$ cat config.mk
export PLATFORM = sky130hd
export DESIGN_NAME = omt_ram
export DESIGN_NICKNAME = d
export VERILOG_FILES = /design/src/omt_ram.sv
export SDC_FILE = /design/constraint.sdc
export NUM_CORES = 1
export LEC_CHECK = 0
export BUFFER_PORTS_ARGS = -buffer_cell sky130_fd_sc_hd__buf_2
export CAP_MARGIN = 20
export CORE_MARGIN = 3
export CORE_UTILIZATION = 35
export DETAILED_ROUTE_END_ITERATION = 8
export PLACE_DENSITY_LB_ADDON = 0.3
export SYNTH_ARGS = -nofsm -noshare
export SYNTH_HDL_FRONTEND = slang
export SYNTH_SLANG_ARGS = --single-unit
$ cat constraint.sdc
create_clock -name clock -period 2 [get_ports clock]
set_clock_uncertainty 0.1 [all_clocks]
set_input_delay 0 -clock clock [delete_from_list [all_inputs] [get_ports clock]]
set_output_delay 0 -clock clock [all_outputs]
set_load 0.005 [all_outputs]
$ cat src/omt_ram.sv
// Generic simple dual-port RAM: one write port, one read port, registered read.
// No dependencies.
`default_nettype none

module omt_ram #(
   parameter int WIDTH = 8,
   parameter int DEPTH = 16
) (
   input  wire logic                                        clock,
   input  wire logic                                        wr_en,
   input  wire logic [((DEPTH > 1) ? $clog2(DEPTH) : 1)-1:0] wr_addr,
   input  wire logic [WIDTH-1:0]                            wr_data,
   input  wire logic [((DEPTH > 1) ? $clog2(DEPTH) : 1)-1:0] rd_addr,
   output logic [WIDTH-1:0]                                 rd_data
);

   logic [WIDTH-1:0] mem [DEPTH];
   logic [WIDTH-1:0] rd_data_ff;

   always_ff @(posedge clock) begin
      if (wr_en) begin
         mem[wr_addr] <= wr_data;
      end
      rd_data_ff <= mem[rd_addr];
   end

   assign rd_data = rd_data_ff;

endmodule

`default_nettype wire

==> impl_metrics.env <==
export IMPL_async_reset_ff_frac=0
export IMPL_fill_cells=1196
export IMPL_ys_warn_count=0
export IMPL_avgSynthCellArea_sq_um=22.5
export IMPL_ctsResizeCount=0
export IMPL_synth_cell_types=19
export IMPL_layout_drive_gt1_share=0.314
export IMPL_worstPathRequired_ns=2.19
export IMPL_power_leakage_nw=2.12
export IMPL_tns_ns=0
export IMPL_num_vias=2415
export IMPL_max_slew_margin=0.560
export IMPL_place_hpwl_um=6500
export IMPL_overflow=0
export IMPL_netlist_top_cells_area="edfxtp_1 75%, mux4_2 7.9%, mux4_1 7.1%"
export IMPL_antenna_cells=0
export IMPL_start_kind="flip-flop"
export IMPL_hold_viol=0
export IMPL_dieWidth_um=127
export IMPL_cts_setup_buffers=0
export IMPL_powerDensity_nw_per_um2=1030
export IMPL_numCtsBuffers=17
export IMPL_cts_tree="done"
export IMPL_clock_path_buffers=2
export IMPL_port_buffers=25
export IMPL_die_area_sq_um=16200
export IMPL_final_common_cell="edfxtp_1"
export IMPL_synth_edff_count=128
export IMPL_end_kind="flip-flop"
export IMPL_synth_top_area_frac=0.747
export IMPL_first_global_vias=2568
export IMPL_finalPower_mw=6.45
export IMPL_cts_sinks=136
export IMPL_hold_buffers=8
export IMPL_synth_nets=247
export IMPL_rows=43
export IMPL_ys_flop_type="edfxtp_1"
export IMPL_ys_seq_elements=136
export IMPL_final_antenna_net_count=0
export IMPL_worst_skew_pair_late_latency_ns=0.41
export IMPL_rsz0062_at_grt="false"
export IMPL_crit_type="reg2reg"
export IMPL_worst_pin_slew_ns=0.658
export IMPL_nets=311
export IMPL_timing_fmax_ghz=0.669
export IMPL_route_detailed_drc=0
export IMPL_slew_viol_final=0
export IMPL_wl_um=10100
export IMPL_syn_area_sq_um=5150
export IMPL_gp_congestion=0.714
export IMPL_layout_common_cells="128 x edfxtp_1, 25 x buf_2, 19 x buf_4"
export IMPL_final_min_clock_period_ns=1.49
export IMPL_syn2layout_area_growth_pct=21.6
export IMPL_peakVddDrop_v=0.000586
export IMPL_outcome="finished clean"
export IMPL_initial_core_util=0.364
export IMPL_drt_iter0_drc=159
export IMPL_yosysTopAreaCell="edfxtp_1"
export IMPL_grt_pass1_wl_um=15400
export IMPL_critPathArrivalTime_ns=1.68
export IMPL_ctsRootBufferMaster="clkbuf_16"
export IMPL_viasPerCell=4.97
export IMPL_path_max_fanout=1
export IMPL_synthCells=229
export IMPL_track_usage=0.134
export IMPL_r2r_cells=3
export IMPL_max_cap_violations=0
export IMPL_clk_pin_slew_worst_paths_ns=0.06
export IMPL_grt_max_degree=33
export IMPL_worstHoldPathCells=3
export IMPL_yosysSeqAreaShare=0.778
export IMPL_min_path_type="in2reg"
export IMPL_antenna_found_initial=0
export IMPL_avgRoutedWirePerCell_um=20.9
export IMPL_htreeDepth=4
export IMPL_period_share=0.747
export IMPL_num_io_pins=26
export IMPL_firstDrtPassIters=4
export IMPL_die_y_um=127
export IMPL_core_area_sq_um=14100
export IMPL_finalSetupViolations=0
## per-stage QoR
| step | setup WS [ns] | cell area [sq um] | hold slack [ns] | utilization | instances |
|---|---|---|---|---|---|
| after floorplan | 0.407 | 5150 | -0.00113 | - | 229 |
| final | 0.506 | 6260 | 0.0533 | 0.442 | 486 |
| after detailed placement | 0.386 | 5610 | 0.289 | 0.397 | 446 |
| after CTS | 0.520 | 6260 | 0.0347 | 0.442 | 486 |
| after global placement | 0.399 | 5610 | 0.286 | 0.397 | 446 |
| after global routing | 0.409 | 6260 | 0.0608 | 0.442 | 486 |
## critical path, cell delays in order (launching register included)
cell	delay (ns)
edfxtp_1	0.36
mux4_1	0.52
a22oi_1	0.30
nand2_1	0.09
## final timing paths
kind | slack [ns] | start | endpoint
max | 0.51 | mem[4][2] | rd_data[2]
min | 0.05 | wr_addr[0] | mem[8][5]
max reg2reg | 0.51 | mem[4][2] | rd_data[2]
min reg2reg | 0.57 | mem[4][6] | rd_data[6]
## metal layers
layer | vias up | GRT usage | share of wire
li1 | 1104 | - | -
met1 | 1242 | 0.174 | 0.45
met2 | 56 | 0.215 | 0.50
met3 | 13 | 0.0355 | 0.037
met4 | 0 | 0.0587 | 0.015
met5 | - | 0 | 0
## registers in the layout, summed over array words and instances (netlist names)
signal,count
rd_data,8
mem,128
## area by class of cell
type	instances	area, sq um	share of cell area
clock buffer	18	429	0.0686
clock inverter	14	134	0.0214
multi-input combinational	83	1060	0.169
sequential	136	4000	0.640
tap	180	225	0.0360
timing repair buffer	55	408	0.0652
## kinds of logic after synthesis
family                 synth area share
AO/OA/AOI/OAI                    0.0233
buffers and inverters            0.0168
flip-flops                        0.778
multiplexers                      0.150
AND/OR/NAND/NOR                  0.0318
## Yosys cell counts, types with 2 or more instances
| master | count |
|---|---|
| dfxtp_1 | 8 |
| buf_2 | 3 |
| nand3b_1 | 2 |
| nor3_1 | 4 |
| nand2b_1 | 2 |
| mux4_1 | 14 |
| buf_6 | 3 |
| edfxtp_1 | 128 |
| a22oi_1 | 16 |
| clkdlybuf4s25_2 | 3 |
| nand2_1 | 9 |
| nor2_1 | 13 |
| mux4_2 | 18 |
## where the power goes
| group | leakage, nW | internal, mW | total, mW | switching, mW |
|---|---|---|---|---|
| Clock | 0.261 | 1.81 | 2.93 | 1.12 |
| Combinational | 0.633 | 0.144 | 0.311 | 0.167 |
| Sequential | 1.22 | 3.19 | 3.21 | 0.0188 |
| Total | 2.12 | 5.14 | 6.45 | 1.30 |
(Power assumes the default switching activity.)
