==> src/omt_pkg.sv <==
// Shared types and constants for the one-to-one map table.
// No dependencies; the interfaces, engine, top level and testbench take names from here.
`default_nettype none

package omt_pkg;

   localparam int CAPACITY = 64;
   localparam int ADDR_W   = (CAPACITY > 1) ? $clog2(CAPACITY) : 1;
   localparam int CNT_W    = $clog2(CAPACITY + 1);

   localparam int KIND_W   = 3;
   localparam int DATA_W   = 32;
   localparam int IDX_W    = 6;
   localparam int STATUS_W = 3;
   localparam int COUNT_W  = 7;
   localparam int CMP_W    = (IDX_W > CNT_W) ? IDX_W : CNT_W;
   localparam int PAIR_W   = 2 * DATA_W;

   localparam logic [KIND_W-1:0] KIND_ADD      = 3'd0;
   localparam logic [KIND_W-1:0] KIND_LOOKUP   = 3'd1;
   localparam logic [KIND_W-1:0] KIND_CONFLICT = 3'd2;
   localparam logic [KIND_W-1:0] KIND_READ     = 3'd3;
   localparam logic [KIND_W-1:0] KIND_CLEAR    = 3'd4;

   typedef enum logic [STATUS_W-1:0] {
      ST_OK       = 3'd0,
      ST_EXISTS   = 3'd1,
      ST_CONFLICT = 3'd2,
      ST_FULL     = 3'd3,
      ST_MISS     = 3'd4
   } status_type;

   typedef enum logic [3:0] {
      S_IDLE = 4'b0001,
      S_SCAN = 4'b0010,
      S_READ = 4'b0100,
      S_DONE = 4'b1000
   } state_type;

   typedef struct packed {
      status_type               status;
      logic signed [DATA_W-1:0] key_out;
      logic signed [DATA_W-1:0] value_out;
      logic [COUNT_W-1:0]       entry_count;
   } res_type;

endpackage

`default_nettype wire

==> src/omt_if.sv <==
// Request and response channel interfaces (valid/ready plus payload).
// Depends on omt_pkg for field widths.
`default_nettype none

interface omt_req_if;
   logic                             valid;
   logic                             ready;
   logic [omt_pkg::KIND_W-1:0]       kind;
   logic signed [omt_pkg::DATA_W-1:0] key;
   logic signed [omt_pkg::DATA_W-1:0] value;
   logic [omt_pkg::IDX_W-1:0]        entry_index;
   logic signed [omt_pkg::DATA_W-1:0] default_value;

   modport source (output valid, kind, key, value, entry_index, default_value,
                   input ready);
   modport sink   (input valid, kind, key, value, entry_index, default_value,
                   output ready);
endinterface


`default_nettype wire

==> src/omt_engine.sv <==
// Request sequencer: scans the pair store, decides status, appends pairs.
// Depends on omt_pkg and omt_if; drives the pair RAM in the top level.
`default_nettype none

module omt_engine (
   input  wire logic                          clock,
   input  wire logic                          reset,
   omt_req_if.sink                            req_chan,
   output logic                               wr_en,
   output logic [omt_pkg::ADDR_W-1:0]         wr_addr,
   output logic [omt_pkg::PAIR_W-1:0]         wr_data,
   output logic [omt_pkg::ADDR_W-1:0]         rd_addr,
   input  wire logic [omt_pkg::PAIR_W-1:0]    rd_data,
   output logic                               res_valid,
   output omt_pkg::res_type                   res,
   input  wire logic                          res_take
);

   omt_pkg::state_type state_ff, state_in;
   logic [omt_pkg::CNT_W-1:0]  count_ff, count_in;
   logic [omt_pkg::CNT_W-1:0]  issue_ff, issue_in;
   logic                       rd_vld_ff, rd_vld_in;

   logic [omt_pkg::KIND_W-1:0]        kind_ff, kind_in;
   logic signed [omt_pkg::DATA_W-1:0] key_ff, key_in;
   logic signed [omt_pkg::DATA_W-1:0] value_ff, value_in;
   logic signed [omt_pkg::DATA_W-1:0] dflt_ff, dflt_in;

   omt_pkg::status_type               status_ff, status_in;
   logic signed [omt_pkg::DATA_W-1:0] key_out_ff, key_out_in;
   logic signed [omt_pkg::DATA_W-1:0] value_out_ff, value_out_in;

   logic                              accept;
   logic signed [omt_pkg::DATA_W-1:0] ram_key;
   logic signed [omt_pkg::DATA_W-1:0] ram_value;
   logic                              key_hit;
   logic                              value_hit;
   logic                              issue_more;
   logic                              idx_in_range;

   assign req_chan.ready = (state_ff == omt_pkg::S_IDLE);
   assign accept         = req_chan.valid & req_chan.ready;

   assign ram_key    = rd_data[omt_pkg::PAIR_W-1:omt_pkg::DATA_W];
   assign ram_value  = rd_data[omt_pkg::DATA_W-1:0];
   assign key_hit    = (ram_key == key_ff);
   assign value_hit  = (ram_value == value_ff);
   assign issue_more = (issue_ff < count_ff);
   assign idx_in_range = (omt_pkg::CMP_W'(req_chan.entry_index)
                          < omt_pkg::CMP_W'(count_ff));

   assign wr_addr = count_ff[omt_pkg::ADDR_W-1:0];
   assign wr_data = {key_ff, value_ff};

   always_comb begin
      state_in     = state_ff;
      count_in     = count_ff;
      issue_in     = issue_ff;
      rd_vld_in    = 1'b0;
      kind_in      = kind_ff;
      key_in       = key_ff;
      value_in     = value_ff;
      dflt_in      = dflt_ff;
      status_in    = status_ff;
      key_out_in   = key_out_ff;
      value_out_in = value_out_ff;
      wr_en        = 1'b0;
      rd_addr      = issue_ff[omt_pkg::ADDR_W-1:0];

      case (state_ff)
         omt_pkg::S_IDLE: begin
            rd_addr = omt_pkg::ADDR_W'(req_chan.entry_index);
            if (accept) begin
               kind_in      = req_chan.kind;
               key_in       = req_chan.key;
               value_in     = req_chan.value;
               dflt_in      = req_chan.default_value;
               issue_in     = '0;
               status_in    = omt_pkg::ST_OK;
               key_out_in   = '0;
               value_out_in = '0;
               case (req_chan.kind)
                  omt_pkg::KIND_ADD, omt_pkg::KIND_LOOKUP,
                  omt_pkg::KIND_CONFLICT: begin
                     state_in = omt_pkg::S_SCAN;
                  end
                  omt_pkg::KIND_READ: begin
                     if (idx_in_range) begin
                        state_in = omt_pkg::S_READ;
                     end else begin
                        status_in = omt_pkg::ST_MISS;
                        state_in  = omt_pkg::S_DONE;
                     end
                  end
                  omt_pkg::KIND_CLEAR: begin
                     count_in = '0;
                     state_in = omt_pkg::S_DONE;
                  end
                  default: begin
                     state_in = omt_pkg::S_DONE;
                  end
               endcase
            end
         end

         omt_pkg::S_SCAN: begin
            if (issue_more) begin
               issue_in  = issue_ff + 1'b1;
               rd_vld_in = 1'b1;
            end
            if (rd_vld_ff && kind_ff == omt_pkg::KIND_ADD && key_hit && value_hit) begin
               status_in = omt_pkg::ST_EXISTS;
               state_in  = omt_pkg::S_DONE;
            end else if (rd_vld_ff && kind_ff != omt_pkg::KIND_LOOKUP
                         && (key_hit ^ value_hit)) begin
               status_in = omt_pkg::ST_CONFLICT;
               state_in  = omt_pkg::S_DONE;
            end else if (rd_vld_ff && kind_ff == omt_pkg::KIND_LOOKUP && key_hit) begin
               status_in    = omt_pkg::ST_OK;
               value_out_in = ram_value;
               state_in     = omt_pkg::S_DONE;
            end else if (!rd_vld_ff && !issue_more) begin
               state_in = omt_pkg::S_DONE;
               case (kind_ff)
                  omt_pkg::KIND_ADD: begin
                     if (count_ff == omt_pkg::CNT_W'(omt_pkg::CAPACITY)) begin
                        status_in = omt_pkg::ST_FULL;
                     end else begin
                        wr_en    = 1'b1;
                        count_in = count_ff + 1'b1;
                     end
                  end
                  omt_pkg::KIND_LOOKUP: begin
                     status_in    = omt_pkg::ST_MISS;
                     value_out_in = dflt_ff;
                  end
                  default: begin
                     status_in = omt_pkg::ST_OK;
                  end
               endcase
            end
         end

         omt_pkg::S_READ: begin
            key_out_in   = ram_key;
            value_out_in = ram_value;
            state_in     = omt_pkg::S_DONE;
         end

         omt_pkg::S_DONE: begin
            if (res_take) begin
               state_in = omt_pkg::S_IDLE;
            end
         end

         default: begin
            state_in = omt_pkg::S_IDLE;
         end
      endcase
   end

   always_ff @(posedge clock) begin
      if (reset) begin
         state_ff  <= omt_pkg::S_IDLE;
         count_ff  <= '0;
         issue_ff  <= '0;
         rd_vld_ff <= 1'b0;
      end else begin
         state_ff  <= state_in;
         count_ff  <= count_in;
         issue_ff  <= issue_in;
         rd_vld_ff <= rd_vld_in;
      end
   end

   always_ff @(posedge clock) begin
      kind_ff      <= kind_in;
      key_ff       <= key_in;
      value_ff     <= value_in;
      dflt_ff      <= dflt_in;
      status_ff    <= status_in;
      key_out_ff   <= key_out_in;
      value_out_ff <= value_out_in;
   end

   assign res_valid       = (state_ff == omt_pkg::S_DONE);
   assign res.status      = status_ff;
   assign res.key_out     = key_out_ff;
   assign res.value_out   = value_out_ff;
   assign res.entry_count = omt_pkg::COUNT_W'(count_ff);

`ifndef SYNTHESIS
   a_count_bound: assert property (@(posedge clock) disable iff (reset)
      count_ff <= omt_pkg::CNT_W'(omt_pkg::CAPACITY))
      else $error("entry count above capacity");

   a_append_bumps: assert property (@(posedge clock) disable iff (reset)
      wr_en |=> count_ff == omt_pkg::CNT_W'($past(count_ff) + 1'b1))
      else $error("append did not advance entry count");

   a_accept_leaves_idle: assert property (@(posedge clock) disable iff (reset)
      accept |=> state_ff != omt_pkg::S_IDLE)
      else $error("request accepted but sequencer stayed idle");

   a_result_held: assert property (@(posedge clock) disable iff (reset)
      res_valid && !res_take |=> res_valid && $stable(status_ff)
                                 && $stable(value_out_ff))
      else $error("pending result changed before handoff");
`endif

endmodule

`default_nettype wire

==> src/flat_wrapper.sv <==
// flat-port wrapper written by rule: the top's interface ports become plain ports
module omt_engine_flat 
  (clock, reset, wr_en, wr_addr, wr_data, rd_addr, rd_data, res_valid, res, res_take, req_chan_valid, req_chan_kind, req_chan_key, req_chan_value, req_chan_entry_index, req_chan_default_value, req_chan_ready);
  omt_req_if req_chan_i ();
  input  wire logic clock;
  input  wire logic reset;
  output logic wr_en;
  output logic [omt_pkg::ADDR_W-1:0] wr_addr;
  output logic [omt_pkg::PAIR_W-1:0] wr_data;
  output logic [omt_pkg::ADDR_W-1:0] rd_addr;
  input  wire logic [omt_pkg::PAIR_W-1:0] rd_data;
  output logic res_valid;
  output omt_pkg::res_type res;
  input  wire logic res_take;
  input wire logic [$bits(req_chan_i.valid)-1:0] req_chan_valid;
  input wire logic [$bits(req_chan_i.kind)-1:0] req_chan_kind;
  input wire logic [$bits(req_chan_i.key)-1:0] req_chan_key;
  input wire logic [$bits(req_chan_i.value)-1:0] req_chan_value;
  input wire logic [$bits(req_chan_i.entry_index)-1:0] req_chan_entry_index;
  input wire logic [$bits(req_chan_i.default_value)-1:0] req_chan_default_value;
  output wire logic [$bits(req_chan_i.ready)-1:0] req_chan_ready;
  assign req_chan_i.valid = req_chan_valid;
  assign req_chan_i.kind = req_chan_kind;
  assign req_chan_i.key = req_chan_key;
  assign req_chan_i.value = req_chan_value;
  assign req_chan_i.entry_index = req_chan_entry_index;
  assign req_chan_i.default_value = req_chan_default_value;
  assign req_chan_ready = req_chan_i.ready;
  omt_engine u_core (.clock(clock), .reset(reset), .req_chan(req_chan_i), .wr_en(wr_en), .wr_addr(wr_addr), .wr_data(wr_data), .rd_addr(rd_addr), .rd_data(rd_data), .res_valid(res_valid), .res(res), .res_take(res_take));
endmodule
==> config.mk <==
export PLATFORM = sky130hd
export DESIGN_NAME = omt_engine_flat
export DESIGN_NICKNAME = d
export VERILOG_FILES = /design/src/omt_pkg.sv /design/src/omt_if.sv /design/src/omt_engine.sv /design/src/flat_wrapper.sv
export SDC_FILE = /design/constraint.sdc
export NUM_CORES = 1
export LEC_CHECK = 0
export ABC_AREA = 1
export BUFFER_PORTS_ARGS = -buffer_cell sky130_fd_sc_hd__buf_2
export CORE_ASPECT_RATIO = 1.5
export CORE_UTILIZATION = 40
export DETAILED_ROUTE_END_ITERATION = 8
export GPL_TIMING_DRIVEN = 0
export PLACE_DENSITY = 0.66
export SLEW_MARGIN = 20
export SYNTH_ARGS = -nofsm -noshare
export SYNTH_HDL_FRONTEND = slang
export SYNTH_SLANG_ARGS = --single-unit
==> constraint.sdc <==
create_clock -name clock -period 4.9 [get_ports clock]
set_input_delay 0 -clock clock [delete_from_list [all_inputs] [get_ports clock]]
set_output_delay 0 -clock clock [all_outputs]
set_load 0.01 [all_outputs]
==> impl_metrics.toml <==
[cells_and_area]
multi_input_area_um2 = 2783
fin_nets = 1655
layout_commonest_cell = "buf_2"
drive_gt1_share_pct = 27.48
seq_area_um2 = 5365
layout_common_cells = "buf_2, nand2_1, dlygate4sd3_1, edfxtp_1, inv_1"
post-route-util_pct = 60.68
final_cell_count_no_fill = 1755
synthToLayoutAreaGrowth_pct = 48.48
fillCellCount = 1784

[routing]
wl_per_cell_um = 16.01
drt-initial-drc-count = 416
drtAntennaViolNets = 0
firstDrtPassIters = 5
drc = 0
routed_wirelength_um = 28090
via_per_inst = 4.805
num_vias = 8433

[logic_synthesis]
async_reset_ff_share_pct = 0
netlist_area_um2 = 8875
synth_nets = 1141
yosysWarnings = 0
synthCells = 954
syn_area_per_cell_um2 = 9.303
synth_cell_types = 35
synth_top_flop_cell = "edfxtp_1"
ys_seq_area_share_pct = 60.45
synth-seq-cells = 185
synth-edff-count = 166

[sta]
period_needed_ns = 2.995
hold_viol = 0
setup_viol = 0
tightest_slew_ns = 0.9620
max-slew-margin-rel_pct = 35.37
fmax_mhz = 333.9
finalCritPeriodShare_pct = 61.12
skew_ns = 0.01165
setup_slack_ns = 1.905
drv_slew = 0
rsz0062_at_grt = "no"
setup_tns_ns = 0

[run]
cap_violations = 0

[floorplanning]
rows = 66
dieArea_um2 = 22800
die_h_um = 184.4
ioPinCount = 326
die_w_um = 123.6
initial_core_util_pct = 40.86
coreArea_um2 = 21720

[global_route]
grt_util_met1_pct = 24.15
grt_max_degree = 66
grt_overflow_total = 0
grtUsageMet2_pct = 47.40
antenna_found_initial = 2
grt_busiest_layer = "met2"
grtUsageMet3_pct = 5.229
grt_first_pass_wirelength_um = 41750
grt_pass1_vias = 8479
grt_usage_pct = 24.74

[pwr]
powerDensity_nw_per_um2 = 429.5
fin_total_pwr_mw = 5.660
leakage_nw = 6.207
irDropWorstVdd_uv = 259.4

[critical_path]
end_kind = "flip-flop"
path_max_fanout = 32
criticalPathCategory = "flip-flop to flip-flop"
critPathRequiredTime_ns = 4.97
start_kind = "flip-flop"
arrival_ns = 3.07

[clock_tree]
tritoncts = "yes"
cts_setup_buffers = 0
htreeDepth = 4
cts_buffer_depth = 2
clk_latency_ns = 0.45
cts_root_buffer = "clkbuf_16"
cts-buffers-inserted = 17
cts.sinks = 185
clk_pin_slew_worst_paths_ns = 0.07

[worst_hold_path]
hold_path.class = "input port to flip-flop"

[placed_design]
post-place-cells = 1555
io_buffers = 324
hpwl_um = 20180
dp_slack_ns = 1.918
place_congestion = 0.8745

[outcome]
status = "completed"
cell type report:
| class | instances | share of cell area (%) |
|---|---|---|
| Buffer | 21 | 0.9020 |
| Multi-Input combinational cell | 584 | 21.12 |
| Clock buffer | 18 | 3.257 |
| Timing Repair Buffer | 495 | 25.38 |
| Clock inverter | 14 | 1.301 |
| Sequential cell | 185 | 40.71 |
| Antenna cell | 2 | 0.03798 |
| Tap cell | 272 | 2.583 |
| Inverter | 164 | 4.709 |
logic make-up after synthesis:
family	Yosys count	synth area share, %
compound gates	69	4.427
xor+xnor	25	2.467
fa+ha+maj	14	1.974
buf+inv	185	8.276
flops	185	60.45
simple gates	476	22.40
worst paths after layout:
kind,startpoint,end,slack [ns],cells past startpoint
worst max register to register,u_core.state_ff[0]$_SDFFE_PP1P_,u_core.key_out_ff[13]$_SDFFCE_PN0P_,1.91,6
worst max-delay path,u_core.state_ff[0]$_SDFFE_PP1P_,u_core.key_out_ff[13]$_SDFFCE_PN0P_,1.91,6
worst min register to register,u_core.count_ff[5]$_SDFFE_PP0P_,u_core.count_ff[5]$_SDFFE_PP0P_,0.50,2
worst min-delay path,req_chan_entry_index[5],u_core.state_ff[2]$_SDFFE_PP0P_,0.24,7
critical path, cell delays in order (launching register included):
cell,delay (ns)
dfxtp_1,0.35
nor2_1,0.11
inv_1,0.05
nor3_1,0.73
inv_1,0.37
clkbuf_1,0.33
nand2_2,0.66
routing by layer:
layer / wire [µm] / vias to the layer above
li1: - / 4093
met1: 9877 / 3897
met2: 15390 / 364
met3: 1752 / 79
met4: 1073 / 0
met5: 0 / -
through the flow:
step	area [µm²]	hold slack (ns)
floorplan	8875	0.09887
global placement	10840	0.1767
detailed placement	10910	0.1781
CTS	13170	0.2314
global route	13180	0.2527
finish	13180	0.2429
registers in the layout (all words and copies together) (netlist names):
| name | count |
|---|---|
| u_core.status_ff | 3 |
| u_core.key_out_ff | 32 |
| u_core.issue_ff | 7 |
| u_core.dflt_ff | 32 |
| u_core.kind_ff | 3 |
| u_core.rd_vld_ff | 1 |
| u_core.key_ff | 32 |
| u_core.state_ff | 4 |
| u_core.value_ff | 32 |
| u_core.value_out_ff | 32 |
| u_core.count_ff | 7 |
power breakdown:
group          leakage (nW)  internal, mW  switching [mW]
combinational          4.17         0.641            1.10
clock                 0.286         0.807           0.629
sequential             1.75          2.27           0.208
total                  6.21          3.72            1.94
synthesized netlist by cell type (2+ instances only):
| library cell | number | area (µm²) |
|---|---|---|
| nand3_1 | 49 | 245.2 |
| clkinv_1 | 7 | 26.28 |
| nor2_4 | 3 | 33.78 |
| dfxtp_1 | 19 | 380.4 |
| buf_2 | 2 | 10.01 |
| nor4_1 | 2 | 12.51 |
| buf_1 | 4 | 15.01 |
| a211oi_1 | 2 | 15.01 |
| ha_1 | 14 | 175.2 |
| buf_6 | 2 | 22.52 |
| edfxtp_1 | 166 | 4985 |
| clkbuf_1 | 7 | 26.28 |
| and2_1 | 2 | 12.51 |
| nand4_1 | 12 | 75.07 |
| a21oi_1 | 21 | 105.1 |
| xnor2_1 | 10 | 87.58 |
| nor2_1 | 114 | 427.9 |
| o21ai_0 | 22 | 110.1 |
| nor3_1 | 11 | 55.05 |
| nor3b_1 | 3 | 22.52 |
| nand2_1 | 274 | 1028 |
| xor2_1 | 15 | 131.4 |
| buf_4 | 6 | 45.04 |
| o21ai_1 | 12 | 60.06 |
| o21ai_2 | 10 | 87.58 |
| inv_1 | 138 | 518.0 |
| inv_2 | 19 | 71.32 |
what timing repair did:
item	CTS	global route
endpoints found under the hold margin	169	0
resized for setup	0	0
setup endpoints to repair	0	0
hold buffers	166	0
(Power assumes the default switching activity.)
